`src/rtl/core/ciw_pkg.sv`:
```
// Shared types and constants of the compacting issue window.
// Used by ciw_cell and compacting_issue_window; depends on nothing.
package ciw_pkg;

    localparam int WINDOW_DEPTH_DEF = 6;

    localparam int OP_W    = 3;
    localparam int REG_W   = 5;
    localparam int OCC_W   = 3;
    localparam int CFG_W   = 32;
    localparam int CFG_IDX_W = 2;

    localparam logic OPC_INSERT = 1'b0;
    localparam logic OPC_ISSUE  = 1'b1;

    localparam logic [CFG_IDX_W-1:0] CFG_LAT_TABLE  = 2'd0;
    localparam logic [CFG_IDX_W-1:0] CFG_STORE_CODE = 2'd1;
    localparam logic [CFG_IDX_W-1:0] CFG_FLOAT_CODE = 2'd2;

    typedef struct packed {
        logic [OP_W-1:0]  op;
        logic [REG_W-1:0] src1;
        logic [REG_W-1:0] src2;
        logic [REG_W-1:0] dest;
    } ciw_entry_t;

    localparam int ENTRY_W = $bits(ciw_entry_t);

    // Issue conditions and configuration, broadcast to every cell.
    typedef struct packed {
        logic [31:0]     reg_ready;
        logic [15:0]     port_busy;
        logic            float_free;
        logic [31:0]     lat_table;
        logic [OP_W-1:0] store_code;
        logic [OP_W-1:0] float_code;
    } ciw_req_t;

    // Per-cell control from the top level.
    typedef struct packed {
        logic occupied;
        logic issue;
        logic load;
    } ciw_cell_ctl_t;

endpackage

```
`src/rtl/core/ciw_cell.sv`:
```
// One slot of the compacting issue window: entry storage, readiness check
// and one link of the oldest-first select chain. Depends on ciw_pkg.
module ciw_cell (
    input  logic                  aclk,
    input  ciw_pkg::ciw_req_t     req,
    input  ciw_pkg::ciw_cell_ctl_t ctl,
    input  ciw_pkg::ciw_entry_t   ins_entry,
    input  ciw_pkg::ciw_entry_t   nbr_entry,
    input  logic                  found_in,
    output logic                  found_out,
    output logic                  sel,
    output ciw_pkg::ciw_entry_t   entry
);
    import ciw_pkg::*;

    ciw_entry_t       entry_reg;
    ciw_entry_t       entry_next;
    logic             is_store;
    logic             is_float;
    logic             srcs_ok;
    logic             port_ok;
    logic             can_go;
    logic [3:0]       lat;
    logic [4:0]       slot;

    function automatic logic reg_ok(input logic [REG_W-1:0] r, input logic [31:0] mask);
        reg_ok = (r == '0) || mask[r];
    endfunction

    always_comb begin
        is_store = (entry_reg.op == req.store_code);
        is_float = (entry_reg.op == req.float_code);
        srcs_ok  = reg_ok(entry_reg.src1, req.reg_ready)
                && reg_ok(entry_reg.src2, req.reg_ready)
                && (!is_store || reg_ok(entry_reg.dest, req.reg_ready));
        lat      = req.lat_table[{entry_reg.op, 2'b00} +: 4];
        slot     = {1'b0, lat} + 5'd1;
        // A result slot past the end of the busy mask counts as free.
        port_ok  = is_store || (entry_reg.dest == '0) || slot[4]
                || !req.port_busy[slot[3:0]];
        can_go   = ctl.occupied && srcs_ok && port_ok && (!is_float || req.float_free);
        sel       = can_go && !found_in;
        found_out = found_in || can_go;
    end

    always_comb begin
        priority if (ctl.load) begin
            entry_next = ins_entry;
        end else if (ctl.issue && found_out) begin
            entry_next = nbr_entry;
        end else begin
            entry_next = entry_reg;
        end
    end

    always_ff @(posedge aclk) begin
        entry_reg <= entry_next;
    end

    assign entry = entry_reg;

endmodule

```
`src/rtl/core/compacting_issue_window.sv`:
```
// Top level of the compacting issue window: fill count, configuration
// registers, the row of ciw_cell slots and the result register.
// Depends on ciw_pkg and ciw_cell.
//
// Usage: each input beat on the s_ channel is either an insert
// (s_opcode = insert) that appends an instruction at the tail of the window,
// or an issue request that removes the oldest instruction whose registers,
// write-back slot and float unit are all available. Younger entries then
// move forward by one slot, so slot 0 always holds the oldest instruction.
// Every input beat produces exactly one result beat on the m_ channel with
// the issued instruction (all zero when nothing issued), the occupancy after
// the beat, a space flag and an overflow flag for a dropped insert.
// The result is registered and appears in the cycle after the input beat is
// accepted. One beat per cycle is sustained: the readiness check, the select
// chain along the cells and the compaction all settle within the accepting
// cycle, and the result register decouples the two channels. s_ready drops
// only while a result waits in that register and m_ready is low.
// Configuration is written through cfg_wr_en, cfg_index and cfg_wdata; the
// user must do so only while the block is idle, which it does not enforce.
// Reset clears the fill count, the configuration registers and the m_valid
// flag; slot contents, result data bits and m_issued_valid are not cleared.
module compacting_issue_window #(
    parameter int WINDOW_DEPTH = ciw_pkg::WINDOW_DEPTH_DEF
) (
    input  logic                          aclk,
    input  logic                          aresetn,
    input  logic                          cfg_wr_en,
    input  logic [ciw_pkg::CFG_IDX_W-1:0] cfg_index,
    input  logic [ciw_pkg::CFG_W-1:0]     cfg_wdata,
    input  logic                          s_valid,
    output logic                          s_ready,
    input  logic                          s_opcode,
    input  logic [2:0]                    s_instr_op,
    input  logic [4:0]                    s_instr_src1,
    input  logic [4:0]                    s_instr_src2,
    input  logic [4:0]                    s_instr_dest,
    input  logic [31:0]                   s_reg_ready_mask,
    input  logic [15:0]                   s_write_port_busy,
    input  logic                          s_float_unit_free,
    output logic                          m_valid,
    input  logic                          m_ready,
    output logic                          m_issued_valid,
    output logic [2:0]                    m_issued_op,
    output logic [4:0]                    m_issued_src1,
    output logic [4:0]                    m_issued_src2,
    output logic [4:0]                    m_issued_dest,
    output logic [2:0]                    m_occupancy,
    output logic                          m_has_space,
    output logic                          m_insert_overflow
);
    import ciw_pkg::*;

    localparam int CNT_W = $clog2(WINDOW_DEPTH + 1);

    // Configuration registers.
    logic [31:0]     lat_table_reg;
    logic [OP_W-1:0] store_code_reg;
    logic [OP_W-1:0] float_code_reg;

    // Fill count: slots below it hold instructions in program order.
    logic [CNT_W-1:0] count_reg;
    logic [CNT_W-1:0] count_next;

    // Result register.
    logic             m_valid_reg;
    logic             res_valid_reg;
    ciw_entry_t       res_entry_reg;
    logic [OCC_W-1:0] res_occ_reg;
    logic             res_space_reg;
    logic             res_ovf_reg;

    logic             accept;
    logic             do_insert;
    logic             do_issue;
    logic             full;
    logic             any_go;
    ciw_req_t         req;
    ciw_entry_t       ins_entry;
    ciw_entry_t       picked;

    logic [WINDOW_DEPTH:0]   found;
    logic [WINDOW_DEPTH-1:0] sel;
    ciw_entry_t              entries [WINDOW_DEPTH];

    assign s_ready   = !m_valid_reg || m_ready;
    assign accept    = s_valid && s_ready;
    assign do_insert = accept && (s_opcode == OPC_INSERT);
    assign do_issue  = accept && (s_opcode == OPC_ISSUE);
    assign full      = (count_reg == CNT_W'(WINDOW_DEPTH));

    assign req = '{
        reg_ready:  s_reg_ready_mask,
        port_busy:  s_write_port_busy,
        float_free: s_float_unit_free,
        lat_table:  lat_table_reg,
        store_code: store_code_reg,
        float_code: float_code_reg
    };

    assign ins_entry = '{
        op:   s_instr_op,
        src1: s_instr_src1,
        src2: s_instr_src2,
        dest: s_instr_dest
    };

    // The select chain starts at the oldest slot; found[i] says that some
    // slot older than i can issue, so slot i and all younger ones shift.
    assign found[0] = 1'b0;

    for (genvar i = 0; i < WINDOW_DEPTH; i++) begin : g_cell
        ciw_cell_ctl_t ctl;
        ciw_entry_t    nbr;

        assign ctl.occupied = (count_reg > CNT_W'(i));
        assign ctl.issue    = do_issue;
        assign ctl.load     = do_insert && !full && (count_reg == CNT_W'(i));

        if (i == WINDOW_DEPTH - 1) begin : g_last
            // The youngest slot has no neighbor; its content is stale after a
            // shift and lies beyond the fill count.
            assign nbr = entries[i];
        end else begin : g_mid
            assign nbr = entries[i+1];
        end

        ciw_cell u_cell (
            .aclk      (aclk),
            .req       (req),
            .ctl       (ctl),
            .ins_entry (ins_entry),
            .nbr_entry (nbr),
            .found_in  (found[i]),
            .found_out (found[i+1]),
            .sel       (sel[i]),
            .entry     (entries[i])
        );
    end

    assign any_go = found[WINDOW_DEPTH];

    // The select vector is one-hot, so an AND-OR mux picks the entry.
    always_comb begin
        picked = '0;
        for (int i = 0; i < WINDOW_DEPTH; i++) begin
            picked = picked | (entries[i] & {ENTRY_W{sel[i]}});
        end
    end

    always_comb begin
        count_next = count_reg;
        if (do_insert && !full) begin
            count_next = count_reg + CNT_W'(1);
        end else if (do_issue && any_go) begin
            count_next = count_reg - CNT_W'(1);
        end
    end

    always_ff @(posedge aclk) begin
        if (!aresetn) begin
            count_reg <= '0;
        end else begin
            count_reg <= count_next;
        end
    end

    always_ff @(posedge aclk) begin
        if (!aresetn) begin
            lat_table_reg  <= '0;
            store_code_reg <= '0;
            float_code_reg <= '0;
        end else if (cfg_wr_en) begin
            unique case (cfg_index)
                CFG_LAT_TABLE:  lat_table_reg  <= cfg_wdata;
                CFG_STORE_CODE: store_code_reg <= cfg_wdata[OP_W-1:0];
                CFG_FLOAT_CODE: float_code_reg <= cfg_wdata[OP_W-1:0];
                default: begin
                end
            endcase
        end
    end

    always_ff @(posedge aclk) begin
        if (!aresetn) begin
            m_valid_reg <= 1'b0;
        end else if (accept) begin
            m_valid_reg <= 1'b1;
        end else if (m_ready) begin
            m_valid_reg <= 1'b0;
        end
    end

    always_ff @(posedge aclk) begin
        if (accept) begin
            res_valid_reg <= do_issue && any_go;
            res_entry_reg <= (do_issue && any_go) ? picked : '0;
            res_occ_reg   <= OCC_W'(count_next);
            res_space_reg <= (count_next < CNT_W'(WINDOW_DEPTH));
            res_ovf_reg   <= do_insert && full;
        end
    end

    assign m_valid           = m_valid_reg;
    assign m_issued_valid    = res_valid_reg;
    assign m_issued_op       = res_entry_reg.op;
    assign m_issued_src1     = res_entry_reg.src1;
    assign m_issued_src2     = res_entry_reg.src2;
    assign m_issued_dest     = res_entry_reg.dest;
    assign m_occupancy       = res_occ_reg;
    assign m_has_space       = res_space_reg;
    assign m_insert_overflow = res_ovf_reg;

endmodule
```
`config.mk`:
```
export PLATFORM = sky130hd
export DESIGN_NAME = compacting_issue_window
export DESIGN_NICKNAME = d
export VERILOG_FILES = /design/src/rtl/core/ciw_pkg.sv /design/src/rtl/core/ciw_cell.sv /design/src/rtl/core/compacting_issue_window.sv
export SDC_FILE = /design/constraint.sdc
export NUM_CORES = 1
export LEC_CHECK = 0
export BUFFER_PORTS_ARGS = -buffer_cell sky130_fd_sc_hd__buf_2
export CORE_UTILIZATION = 40
export DETAILED_ROUTE_END_ITERATION = 7
export GPL_TIMING_DRIVEN = 0
export PLACE_DENSITY = 0.59
export SYNTH_ARGS = -nofsm -noshare
export SYNTH_HDL_FRONTEND = slang
export SYNTH_SLANG_ARGS = --single-unit
```
`constraint.sdc`:
```
create_clock -name aclk -period 6.5 [get_ports aclk]
set_input_delay 0.975 -clock aclk [delete_from_list [all_inputs] [get_ports aclk]]
set_output_delay 0.975 -clock aclk [all_outputs]
set_load 0.01 [all_outputs]
```
==> key figures, run 1 <==
Floorplan
  • Core area: 0.0379 sq mm
  • # IOs: 133
  • Die Wd: 199 microns
  • Die Y: 199 microns
  • Die area: 0.0397 sq mm
  • Standard-cell rows: 71
  • Initial Utilization: 41.0%

Hold path
  • Hold Path Stages: 2
  • Worst hold path type: register to register
  • Hold Path Sink: lat_table_reg[29]
  • Worst min-delay path startpoint: lat_table_reg[29]

Global route
  • Met2 GRT Util: 45.0%
  • Grt peak-use layer: met2
  • Vias in the first global route: 12,400
  • First-pass GRT wire length: 84,800 microns
  • Initial antenna violation count: 2
  • Met1 Use GR: 39.7%
  • Largest net degree at the start of global routing: 28
  • GRT Residual Overflow: 0
  • GRT Resource Usage Total: 30.0%
  • Met3 usage: 9.15%

Timing
  • Unrepaired setup endpoints after global routing: no
  • Final setup vio count: 0
  • Final hold vios: 0
  • Min Tclk post-route: 5580 ps
  • Fin crit share: 85.8%
  • Worst Skew: 15.9 ps
  • FMAX: 179 MHz
  • Tightest Pin Transition: 1270 ps
  • Slew Limit Fails: 0
  • Hold slack: 554 ps
  • Slew margin rel.: 14.4%

Yosys
  • Area contributors post-synth: mux4_2 (31%), edfxtp_1 (25%), mux2_2 (7.7%), dfxtp_1 (5.4%), mux2i_1 (4.1%)
  • Largest area contributor in the netlist: mux4_2
  • Syn Inst Count: 1,254
  • Cell area after synthesis: 0.0156 sq mm
  • Yosys top cell area share: 31.4%
  • Most common cell in the netlist: mux4_2
  • Avg Cell Area, Syn: 12.4 sq um
  • Yosys reg bits: 174
  • EDFF count, synth: 132
  • Post-synth ARST share: 0%
  • Syn_nets: 1,373
  • Yosys synthesis warning count: 0
  • Synth Flop Type: edfxtp_1
  • Synth cell count leaders: mux4_2 (217), edfxtp_1 (132), nand2_1 (130)
  • Seq/Total Area, Yosys: 30.9%
  • Unique cell type count in the Yosys netlist: 71

Layout
  • Largest register FFs: 108
  • Design Area, Final: 0.0175 sq mm
  • Fin cells: 1,930
  • Final Util: 46.1%
  • Layout Nets: 1,524
  • Layout cell share with drive strength beyond 1: 38.2%
  • Layout fillers: 3,482
  • Layout overhead on the synthesized area: 12.5%

Setup path
  • Crit-path leading delay family: multiplexers
  • Setup slack, reg-to-reg: 920 ps
  • CP Class: register to register
  • Most used cell, CP: buf_2
  • Slowest CP cell: mux2i_1
  • Worst-path cell chain: buf_2 > mux4_2 > mux2i_1 > inv_1 > ha_1 > mux4_2 > nor2b_1 > mux2_2 > o21ai_1 > a21oi_1 > and3_1 > buf_2 > buf_2 > a22oi_1 > a31oi_1
  • Worst setup EP type: register
  • CP startpoint kind: register
  • WP data required: 6680 ps
  • Reg2Reg Capture Point: m_issued_src2[4]
  • R2R Path Start: g_cell[1].u_cell.entry[16]
  • Worst R2R Path Depth: 15
  • Buffers & Inverters on Critical Path: 4
  • CP max stage delay: 580 ps
  • CP max FO: 10
  • WP data arrival: 5760 ps

CTS
  • Clock transition at path regs: 70 ps
  • # hold bufs at CTS: 0
  • H-tree depth: 4
  • Setup bufs post-CTS: 0
  • Clk root buf: clkbuf_16
  • Worst-Skew Late Latency: 480 ps
  • Sink Count: 174
  • CTS Buf Count: 17
  • CTS tree: yes
  • Clock Path Buffers: 2
  • PostCTS Resize Cnt: 0

Routing
  • DRC viols: 0
  • Vias: 13,100
  • Post-route ant nets: 0
  • DR WL/cell: 30.1 microns
  • Number of detailed-routing iterations run before antenna repair: 5
  • Vias per cell: 6.79
  • Drt initial violations: 1,728
  • Routed WL: 58,000 microns

Run status
  • Outcome: complete, no violations

Placed design
  • Dpl hpwl: 41,300 microns
  • Dpl cell area: 0.0169 sq mm
  • Global placement routability congestion: 0.962
  • Dpl cells: 1,896
  • Number of port buffers: 129

Power and ir drop
  • Pwr/cell area: 173 mW/mm^2
  • VDD IR max: 0.000185 V
  • Leak pwr: 6.10 nW

Run
  • MaxCap Viol Count: 0
stage by stage:
stage,power [mW],setup WS (ps),TNS (ps)
after CTS,3.01,1060,0
after floorplan,1.72,1450,0
final,3.02,922,0
after global placement,1.96,-595,-18510
after global routing,3.11,805,0
after detailed placement,1.98,873,0
report_power, final:
part	switching, mW	leakage (nW)	total (mW)	internal [mW]
registers	0.0407	1.56	1.28	1.24
clock network	0.475	0.296	1.04	0.570
logic	0.387	4.24	0.697	0.309
layout make-up:
| class | instances | area, sq um | area share (%) |
|---|---|---|---|
| antenna | 1 | 2.50 | 0.0143 |
| clock buffer | 23 | 520 | 2.97 |
| multi-input combinational | 923 | 10100 | 57.8 |
| tap | 511 | 639 | 3.65 |
| clock inverter | 9 | 67.6 | 0.386 |
| buffer | 133 | 566 | 3.23 |
| sequential | 174 | 4800 | 27.5 |
| timing repair buffer | 132 | 703 | 4.02 |
| inverter | 24 | 90.1 | 0.515 |
cells by family after synthesis:
family                     count (synthesis)  share of synthesized area (%)
xor gates and xnor gates                  43                           2.42
adders and majority gates                 12                          0.965
buffers and inverters                    157                           4.21
DFF                                      174                           30.9
AOI/OAI and AO/OA                        190                           8.72
muxes                                    391                           43.7
and+or+nand+nor                          287                           9.13
cells in the final DEF, fill, tap and decap left out, types with 11 or more instances in the layout:
master	count
nor2_1	34
dfxtp_1	42
clkbuf_16	19
inv_1	21
nor3_1	11
ha_1	12
mux4_2	217
xor2_1	33
nor3b_1	13
nand2_1	130
mux2_2	107
mux2i_1	64
a31oi_1	22
a21oi_1	48
nor4_1	14
a221o_1	20
a22oi_1	21
nand3_1	11
buf_2	164
nand2b_1	25
clkbuf_1	81
edfxtp_1	132
o21ai_0	13
buf_1	13
how the worst max path moves through the flow:
stage                               start                         to  slack, ps  cells past startpoint
4_1_cts        g_cell[1].u_cell.entry[16]           m_issued_src2[4]       1060                     15
6_report       g_cell[1].u_cell.entry[16]           m_issued_src2[4]        920                     15
3_3_place_gp   g_cell[1].u_cell.entry[16]  g_cell[1].u_cell.entry[0]       -600                     11
2_1_floorplan  g_cell[1].u_cell.entry[16]  g_cell[3].u_cell.entry[0]       1450                     13
5_1_grt        g_cell[0].u_cell.entry[17]  g_cell[0].u_cell.entry[4]        810                     13
3_5_place_dp          s_reg_ready_mask[1]  g_cell[0].u_cell.entry[0]        870                     10
worst min-delay path: stages (launching register included):
cell	delay, ps
dfxtp_1	370
nand2_1	80
a21oi_1	60
layer usage:
layer / wire length (microns) / vias up / share of wire [%]
li1: - / 5374 / -
met3: 6970 / 165 / 12
met4: 2630 / 4 / 4.5
met1: 22300 / 6576 / 38
met5: 26 / - / 0.045
met2: 26100 / 987 / 45
Power figures use the tool's default switching activity.
==> run 2: changes to the inputs <==
--- a/config.mk
+++ b/config.mk
@@ -10,3 +10,2 @@
 export DETAILED_ROUTE_END_ITERATION = 7
-export GPL_TIMING_DRIVEN = 0
 export PLACE_DENSITY = 0.59
--- a/constraint.sdc
+++ b/constraint.sdc
@@ -3,2 +3,2 @@
 set_output_delay 0.975 -clock aclk [all_outputs]
-set_load 0.01 [all_outputs]
+set_load 0.02 [all_outputs]
==> key figures, run 2 (synthesis results as in run 1) <==
CTS
  • CTS tree: yes
  • Clock Path Buffers: 2 (unchanged)
  • H-tree depth: 4 (unchanged)
  • CTS Buf Count: 17 (unchanged)
  • Clk root buf: clkbuf_16
  • Worst-Skew Late Latency: 460 ps (-20 ps)
  • # hold bufs at CTS: 0 (unchanged)
  • Clock transition at path regs: 70 ps (about the same)
  • Setup bufs post-CTS: 0 (unchanged)
  • Sink Count: 174 (unchanged)
  • PostCTS Resize Cnt: 0 (unchanged)

Floorplan
  • Die Wd: 199 microns (unchanged)
  • Die area: 0.0397 sq mm (unchanged)
  • # IOs: 133 (unchanged)
  • Core area: 0.0379 sq mm (unchanged)
  • Initial Utilization: 41.0% (unchanged)
  • Die Y: 199 microns (unchanged)
  • Standard-cell rows: 71 (unchanged)

Timing
  • Min Tclk post-route: 5290 ps (-284 ps)
  • Slew Limit Fails: 0 (unchanged)
  • Final setup vio count: 0 (unchanged)
  • Final hold vios: 0 (unchanged)
  • Unrepaired setup endpoints after global routing: no
  • Fin crit share: 81.5% (-4.4 points)
  • Setup tns final: 0 ps (unchanged)
  • Worst Skew: 12.4 ps (-3.49 ps)
  • FMAX: 189 MHz (+5.4%)
  • Tightest Pin Transition: 1250 ps (-17.7 ps)
  • Slew margin rel.: 16.0% (+1.5 points)

Routing
  • Post-route ant nets: 0 (unchanged)
  • Vias: 12,500 (-4.5%)
  • Routed WL: 54,300 microns (-6.4%)
  • Drt initial violations: 1,347 (-22%)
  • DR WL/cell: 30.0 microns (-0.27%)
  • Number of detailed-routing iterations run before antenna repair: 8 (+3)
  • Vias per cell: 6.91 (+1.7%)
  • DRC viols: 0 (unchanged)

Layout
  • Layout fillers: 3,495 (+0.37%)
  • N_diodes: 0 (-1)
  • Fin cells: 1,811 (-6.2%)
  • Commonest non-fill, non-tap cell in the layout: mux4_2
  • Design Area, Final: 0.0171 sq mm (-2.5%)
  • Seq. cell area: 0.00480 sq mm (unchanged)
  • Layout overhead on the synthesized area: 9.61%
  • Largest register FFs: 108 (unchanged)
  • Most frequent cells in the layout: mux4_2 (217), edfxtp_1 (132), buf_2 (132)
  • Layout Nets: 1,406 (-7.7%)
  • Area of the multi-input gates: 0.0101 sq mm (+0.35%)
  • Layout cell share with drive strength beyond 1: 40.1% (+1.9 points)

Hold path
  • Hold Path Stages: 2 (unchanged)
  • Worst hold path type: register to register

Placed design
  • Dpl cells: 1,779 (-6.2%)
  • Global placement routability congestion: 0.909 (-5.5%)
  • Dpl cell area: 0.0165 sq mm (-2.6%)
  • Dpl hpwl: 36,700 microns (-11%)
  • Number of port buffers: 132 (+2.3%)

Global route
  • Largest net degree at the start of global routing: 42 (+50%)
  • Vias in the first global route: 12,000 (-3.3%)
  • GRT Resource Usage Total: 27.8% (-2.2 points)
  • First-pass GRT wire length: 79,500 microns (-6.3%)
  • GRT Residual Overflow: 0 (unchanged)
  • Initial antenna violation count: 1 (-1)

Setup path
  • CP startpoint kind: register
  • Worst Setup EP: g_cell[1].u_cell.entry[11]
  • WP data arrival: 5450 ps (-310 ps)
  • CP Class: register to register
  • Worst R2R Path Depth: 11 (-4)
  • Reg2Reg Capture Point: g_cell[1].u_cell.entry[11]
  • Worst setup EP type: register
  • WP data required: 6660 ps (-20 ps)
  • R2R Path Start: g_cell[1].u_cell.entry[16]
  • CP max FO: 10 (unchanged)
  • Critical Path Start: g_cell[1].u_cell.entry[16]
  • Setup slack, reg-to-reg: 1210 ps (+280 ps)

Run
  • MaxCap Viol Count: 0 (unchanged)

Power and ir drop
  • Pwr/cell area: 176 mW/mm^2 (+2.2%)
  • Leak pwr: 5.89 nW (-3.4%)
  • VDD IR max: 0.000138 V (-25%)

Run status
  • Outcome: complete, no violations
==> run 2: metal layers <==
layer	global-route usage, %	vias to the layer above	share of wire, %
met5	0	-	0.017
met4	12.0	2	3.5
met3	7.36	141	12
met2	41.8	894	45
met1	37.8	6336	40
li1	-	5138	-
==> run 2: how the worst min path moves through the flow <==
stage | slack (ps) | end | start
2_1_floorplan | 480 | lat_table_reg[20] | lat_table_reg[20]
3_3_place_gp | 520 | m_valid | m_valid
3_5_place_dp | 540 | lat_table_reg[4] | lat_table_reg[4]
4_1_cts | 550 | lat_table_reg[4] | lat_table_reg[4]
5_1_grt | 570 | lat_table_reg[4] | lat_table_reg[4]
6_report | 540 | m_valid | m_valid
==> run 2: area by class of cell <==
cell class	count	area share, %
well taps	511	3.75
flip-flops and latches	174	28.2
repair buffers	147	4.53
multi-input cells	923	59.5
inverters	24	0.528
clock buffers	22	3.10
clock inverters	10	0.455
==> run 2: power by group <==
group / switching (mW) / internal, mW / total [mW]
Combinational: 0.321 / 0.298 / 0.618
Sequential: 0.0878 / 1.24 / 1.33
Clock: 0.476 / 0.587 / 1.06
Total: 0.885 / 2.12 / 3.01
==> run 2: stage by stage <==
step	setup slack (ps)	hold slack (ps)	total power [mW]	util (%)
4_1_cts	1210	549	3.01	45.0
3_3_place_gp	1330	520	1.94	43.4
6_report	1210	544	3.01	45.0
5_1_grt	923	567	3.11	45.0
3_5_place_dp	1240	538	1.95	43.4
2_1_floorplan	1450	479	1.73	-
==> run 2: critical path, cell delays in order, from the launching register on <==
cell and delay [ps]:
edfxtp_1 720, mux4_2 570, mux2i_1 550, inv_1 110, ha_1 440, mux4_2 520
nor2b_1 140, mux2_2 310, o21ai_1 290, a21oi_1 210, o21ai_2 730, buf_4 370
